`src/hdl/cramer_pkg.sv`:
```
// Shared types and constants for the 2x2 Cramer solver.
package cramer_pkg;

  localparam int unsigned CoefW = 16;
  localparam int unsigned DetW  = 33;
  localparam int unsigned NumW  = DetW + 16;
  localparam int unsigned MagW  = NumW;
  localparam int unsigned SolW  = 32;
  localparam int unsigned KindW = 2;

  localparam logic [KindW-1:0] KIND_INCONSISTENT = 2'd0;
  localparam logic [KindW-1:0] KIND_UNIQUE       = 2'd1;
  localparam logic [KindW-1:0] KIND_INFINITE     = 2'd2;

  typedef struct packed {
    logic [KindW-1:0] kind;
    logic             x_neg;
    logic             y_neg;
  } div_ctl_t;

endpackage

```
`src/hdl/cramer_det.sv`:
```
// Two-stage determinant unit: products, then differences and classification.
module cramer_det (
  input  logic                                    clk,
  input  logic                                    rst,
  input  logic                                    en,
  input  logic                                    in_valid,
  input  logic signed [cramer_pkg::CoefW-1:0]     a1,
  input  logic signed [cramer_pkg::CoefW-1:0]     b1,
  input  logic signed [cramer_pkg::CoefW-1:0]     c1,
  input  logic signed [cramer_pkg::CoefW-1:0]     a2,
  input  logic signed [cramer_pkg::CoefW-1:0]     b2,
  input  logic signed [cramer_pkg::CoefW-1:0]     c2,
  output logic                                    out_valid,
  output cramer_pkg::div_ctl_t                    ctl,
  output logic [cramer_pkg::MagW-1:0]             mag_x,
  output logic [cramer_pkg::MagW-1:0]             mag_y,
  output logic [cramer_pkg::MagW-1:0]             mag_w
);
  localparam int unsigned PW = 2 * cramer_pkg::CoefW;
  localparam int unsigned DW = cramer_pkg::DetW;
  localparam int unsigned MW = cramer_pkg::MagW;

  logic              v1;
  logic signed [PW-1:0] p_a1b2, p_b1a2, p_c1b2, p_b1c2, p_a1c2, p_c1a2;
  logic signed [DW-1:0] w, wx, wy;
  logic signed [MW-1:0] nx, ny;
  cramer_pkg::div_ctl_t ctl_next;

  always_ff @(posedge clk) begin
    if (rst) begin
      v1        <= 1'b0;
      out_valid <= 1'b0;
    end else if (en) begin
      v1        <= in_valid;
      out_valid <= v1;
    end
  end

  always_ff @(posedge clk) begin
    if (en) begin
      p_a1b2 <= a1 * b2;
      p_b1a2 <= b1 * a2;
      p_c1b2 <= c1 * b2;
      p_b1c2 <= b1 * c2;
      p_a1c2 <= a1 * c2;
      p_c1a2 <= c1 * a2;
      ctl    <= ctl_next;
      mag_x  <= nx[MW-1] ? MW'(-nx) : nx;
      mag_y  <= ny[MW-1] ? MW'(-ny) : ny;
      mag_w  <= w[DW-1] ? MW'(-MW'(w)) : MW'(w);
    end
  end

  always_comb begin
    w  = DW'(p_a1b2) - DW'(p_b1a2);
    wx = DW'(p_c1b2) - DW'(p_b1c2);
    wy = DW'(p_a1c2) - DW'(p_c1a2);
    nx = {wx, 16'd0};
    ny = {wy, 16'd0};
    ctl_next.x_neg = wx[DW-1] ^ w[DW-1];
    ctl_next.y_neg = wy[DW-1] ^ w[DW-1];
    if (w != '0)
      ctl_next.kind = cramer_pkg::KIND_UNIQUE;
    else if (wx == '0 && wy == '0)
      ctl_next.kind = cramer_pkg::KIND_INFINITE;
    else
      ctl_next.kind = cramer_pkg::KIND_INCONSISTENT;
  end
endmodule

```
`config.mk`:
```
export PLATFORM = sky130hd
export DESIGN_NAME = cramer_det
export DESIGN_NICKNAME = d
export VERILOG_FILES = /design/src/hdl/cramer_pkg.sv /design/src/hdl/cramer_det.sv
export SDC_FILE = /design/constraint.sdc
export NUM_CORES = 2
export LEC_CHECK = 0
export ABC_AREA = 1
export ABC_CLOCK_PERIOD_IN_PS = 8900
export BUFFER_PORTS_ARGS = -buffer_cell sky130_fd_sc_hd__clkbuf_2
export CAP_MARGIN = 40
export CORE_ASPECT_RATIO = 1.2
export CORE_MARGIN = 4
export CORE_UTILIZATION = 40
export DETAILED_ROUTE_END_ITERATION = 7
export SYNTH_ARGS = -nofsm -noshare
export SYNTH_HDL_FRONTEND = slang
export SYNTH_SLANG_ARGS = --single-unit
```
`constraint.sdc`:
```
create_clock -name clk -period 8.9 [get_ports clk]
set_input_delay 0 -clock clk [delete_from_list [all_inputs] [get_ports clk]]
set_output_delay 0 -clock clk [all_outputs]
set_load 0.01 [all_outputs]
```
# ---- Yosys cells after proc, flatten, opt, wreduce, memory -nomap -nowiden
# Cells that the tools add are included.
dict set report totals {
  input_bits 100
  register_bits 345
  wordCells 39
}
dict set report op_classes {
  n_addsub 6
  mux 4
  reduce_logical 4
  multipliers 6
  bitwise_logic 2
}
# cell count
set op_table {}
lappend op_table {{16-bit by 16-bit multiplier with 32-bit output} 6}
lappend op_table {{32-bit by 32-bit subtractor with 33-bit output} 3}
lappend op_table {{49-bit negation} 2}
lappend op_table {{48-bit 2-to-1 mux} 2}
lappend op_table {{33-bit logical NOT} 2}
lappend op_table {{33-bit negation with 49-bit output} 1}
lappend op_table {{33-bit nonzero test} 1}
lappend op_table {{32-bit 2-to-1 mux} 1}
lappend op_table {{2-bit 2-to-1 mux} 1}
lappend op_table {{1-bit bitwise XOR} 2}
lappend op_table {{1-bit logical AND} 1}

# ---- Longest topological paths before layout
dict set report logic_depth {
  word_depth 4
  mapped_depth 27
}

# ---- Worst setup path after synthesis
# OpenSTA, ideal clock, no wires.
dict set report synth_path {
  path_kind {input-to-reg}
  from {input b1[15] (netlist name)}
  to {register p_b1c2[28], data pin}
  path_slack_ns 3.428
  t_required_ns 8.636
  path_stages 19
  t_arrival_ns 5.208
  n_path_buf 1
  cell_sequence {clkbuf_1 > nand2_1 > inv_1 > fa_1 > fa_1 > fa_1 > fa_1 > fa_1 > inv_1 > fa_1 > inv_1 > ha_1 > nand2_1 > nor4_1 > nand3_1 > nand3_1 > a31o_2 > a31oi_1 > xor2_1}
}
dict set report synth_between {
  elab_chain_cells 1
}
# item line_no
set synth_lines {}
lappend synth_lines {{start: declaration} cramer_det.sv:8} ;# input logic signed [cramer_pkg::CoefW-1:0] b1,
lappend synth_lines {{16-bit by 16-bit multiplier with 32-bit output} cramer_det.sv:44} ;# p_b1c2 <= b1 * c2;
lappend synth_lines {{end signal: assignment} cramer_det.sv:44}
lappend synth_lines {{end: declaration} cramer_det.sv:24} ;# logic signed [PW-1:0] p_a1b2, p_b1a2, p_c1b2, p_b1c2, p_a1c2, p_c1a2;
# Every way passes these cells.
# A chain may end at the register's enable or synchronous reset.

# ---- Worst setup path after layout
dict set report layout_path {
  from {input a2[1] (netlist name)}
  to {register p_c1a2[21], data pin}
}
dict set report layout_between {
  elab_chain_cells 1
}
# item line_no
set layout_lines {}
lappend layout_lines {{start: declaration} cramer_det.sv:10} ;# input logic signed [cramer_pkg::CoefW-1:0] a2,
lappend layout_lines {{16-bit by 16-bit multiplier with 32-bit output} cramer_det.sv:46} ;# p_c1a2 <= c1 * a2;
lappend layout_lines {{end signal: assignment} cramer_det.sv:46}
lappend layout_lines {{end: declaration} cramer_det.sv:24}
# Every way passes these cells.

==> results.md <==
* Synth Warn # at 0
* Mapped Cells at 9,893
* Initial Util at 40.2%
* Crit path cell chain: clkbuf_2 -> buf_4 -> nand2_1 -> fa_1 -> fa_1 -> fa_1 -> inv_1 -> fa_1 -> fa_1 -> inv_1 -> fa_1 -> inv_1 -> ha_1 -> nand2_1 -> inv_1 -> nand3_1 -> nor3_1 -> a21oi_1 -> o21ai_0 -> nand3_1 -> nand2_1 -> xor2_1
* Wire length on met3 at 12,500 um
* Core footprint at 0.198 mm^2
* Post_cts resized at 0
* Max Cap Viol at 0
* Top layer used by detailed routing: met5
* Reg2reg end: ctl[3]$_SDFFCE_PP0P_
* Fmax at 0.162 GHz
* Clock skew at 0.0302 ns
* Area Overhead vs Synth at 7.05%
* Sink Count at 313
* IO Pins at 252
* Fin crit period at 6.17 ns
* GR Overflow Total at 0
* CTS tree: yes
* Detailed route wirelength on metal2 at 122,000 um
* Routability cong. at 0.936
* CP startpoint kind: primary input
* Cts hold-fix bufs at 5
* CP Buf/Inv Count at 6
* Vias per cell at 4.93
* Reg2reg start: p_c1a2[23]$_DFFE_PP_
* Clock Latency Late Sink at 0.64 ns
* DRC viols at 0
* Setup Total Neg Slack at 0 ns
* Reg2reg path depth at 16
* Initial DRC Count at 3,730
* DRT Pass-1 Iters at 5
* Clk pin slew, worst setup/hold paths at 0.07 ns
* Slowest-stage cell, CP: clkbuf_2
* Worst setup path startpoint: a2[1]
* Worst Path Arrival at 6.54 ns
* Sequential area share after synthesis at 11.7%
* Total CTS buffers at 39
* Worst reg2reg setup slack at 4.58 ns
* First-pass GRT wire length at 386,000 um
* Layout net count at 12,240
* Slew @ Worst Pin at 1.01 ns
* CP Capture Point: p_c1a2[21]$_DFFE_PP_
* Placed cell count at 12,549
* Tightest Hold Check Type: in2reg
* Die Y at 497 um
* Worst path depth at 22
* Yosys reg bits at 313
* Die extent in x at 416 um
* CP dominant cell by count: fa_1
* Unique masters post-synth at 54
* Initial antenna violation count at 26
* Full die area at 0.207 mm^2
* Final ANT Viol Nets at 0
* Most frequent cells in the layout: 2,946 x inv_1, 2,388 x nand2_1, 1,575 x fa_1
* RSZ-0062 raised after global routing: false
* CP required at 9.27 ns
* Detailed placer's ending HPWL at 205,000 um
* Gr usage total at 24.0%
* Final Hold Vio Count at 0
* Root Driver: clkbuf_16
* Clk buf depth at 3
* Vias in the first global route at 67,471
* Maximum fanout along the worst path at 21
* CP Capture Type: flip-flop
* Number of port buffers at 219
* # fillers at 19,977
* Slowest cell delay on critical path at 0.64 ns
* Kind of cell adding the most delay to the critical path: adder cells
* Max-Slew Margin vs Limit at 32.5%
* CTS H-Tree Depth at 2
* Largest net degree at the start of global routing at 132
* Final period util at 69.3%
* Status: finished, final reports clean
* Syn Area/Cell at 8.07 um^2
* Setup bufs post-CTS at 0
* Rows at 179
* Fraction of layout cells with a size suffix above 1 at 4.92%
* Final setup fails at 0
* Drt total wl at 244,000 um
* Post-Layout Cell Count at 12,628
* Mapped Area at 0.0799 mm^2
* Avg WL per Cell at 19.4 um
* Vias at 62,198
* Slew Limit Fails at 0
* Met1 WL at 95,500 um
* WS Path Type: in2reg
* Most common cell after layout, fill and taps aside: inv_1
[cells in the mapped netlist (all sizes together)]
| cell type | count | area [um^2] |
|---|---|---|
| xnor2 | 118 | 1060 |
| nand3b | 23 | 173 |
| inv | 2970 | 11100 |
| dfxtp | 2 | 40.0 |
| nand3 | 209 | 1070 |
| a21o | 12 | 90.1 |
| nor3 | 49 | 270 |
| and3 | 2 | 12.5 |
| a211oi | 10 | 75.1 |
| xor2 | 197 | 1730 |
| a31o | 2 | 17.5 |
| and3b | 1 | 8.76 |
| o2111ai | 9 | 78.8 |
| o221ai | 2 | 17.5 |
| o41ai | 2 | 17.5 |
| a31oi | 29 | 181 |
| buf | 44 | 319 |
| ha | 594 | 7430 |
| nor3b | 1 | 12.5 |
| a21oi | 306 | 1550 |
| clkbuf | 285 | 1070 |
| nor4 | 5 | 31.3 |
| o211ai | 11 | 82.6 |
| o21a | 16 | 120 |
| fa | 1575 | 31500 |
| conb | 1 | 3.75 |
| and2 | 2 | 12.5 |
| nand2 | 2418 | 9150 |
| edfxtp | 311 | 9340 |
| a21boi | 13 | 97.6 |
| nor2 | 430 | 1710 |
| o21bai | 20 | 150 |
| nand4 | 60 | 397 |
| or2 | 7 | 43.8 |
| o21ai | 152 | 780 |
| clkinv | 2 | 7.51 |
| nor4b | 3 | 26.3 |
[flip-flops by register name, summed over array words and instances, names as in the netlist, 4 cells and up]
register / flops
p_b1c2: 32
p_c1b2: 32
mag_y: 33
mag_x: 33
p_a1c2: 32
p_b1a2: 32
p_a1b2: 32
mag_w: 49
ctl: 4
p_c1a2: 32
[stage by stage]
step                cell area, um^2  setup slack [ns]  utilization, %  hold WS (ns)
floorplan                     80000              3.43               -        0.0691
global placement              83600              2.14            42.1         0.172
detailed placement            84100              2.11            42.4         0.185
CTS                           85500              2.79            43.1        0.0267
global route                  85500              2.40            43.1        0.0938
finish                        85500              2.73            43.1        0.0923
[tightest hold or removal path, delay by kind of cell]
family / cells / cell delay [ns]
AND/OR/NAND/NOR: 1 / 0.13
buffers and inverters: 3 / 0.40
[worst min-delay path by stage]
stage          slack [ns]  cells after the start  startpoint                endpoint
2_1_floorplan        0.07                      1         rst  out_valid$_SDFFE_PP0P_
3_3_place_gp         0.17                      2         rst  out_valid$_SDFFE_PP0P_
3_5_place_dp         0.19                      2         rst         v1$_SDFFE_PP0P_
4_1_cts              0.03                      3         rst  out_valid$_SDFFE_PP0P_
5_1_grt              0.09                      4       a1[0]     p_a1b2[0]$_DFFE_PP_
6_report             0.09                      4       a1[0]     p_a1b2[0]$_DFFE_PP_
[kinds of logic (layout without fill, tap and decap cells)]
group | count (synthesis) | count (layout) | synth area share (%)
flops | 313 | 313 | 11.7
compound gates | 584 | 584 | 4.08
other cells | 1 | 53 | 0.00470
xor+xnor | 315 | 315 | 3.50
buf+inv | 3301 | 3360 | 15.7
fa+ha+maj | 2169 | 2169 | 48.8
simple gates | 3210 | 3210 | 16.2
[final cells by class]
| cell class | count | area (um^2) | area share [%] |
|---|---|---|---|
| well taps | 2624 | 3280 | 3.84 |
| clock inverters | 26 | 288 | 0.337 |
| multi-input cells | 6326 | 58100 | 68.0 |
| inverters | 2972 | 11200 | 13.0 |
| flip-flops and latches | 313 | 9380 | 11.0 |
| repair buffers | 319 | 2220 | 2.60 |
| diodes | 5 | 12.5 | 0.0146 |
| clock buffers | 43 | 1030 | 1.21 |
[layer usage]
metal  vias to the layer above  global-route usage (%)
met1                     31171                    29.2
met5                         -                       0
met4                        14                    11.3
li1                      28659                       -
met3                       497                    2.40
met2                      1857                    42.8
Power is not shown: default switching activity piles up to over one toggle a cycle in this logic, so the estimate is an artifact.
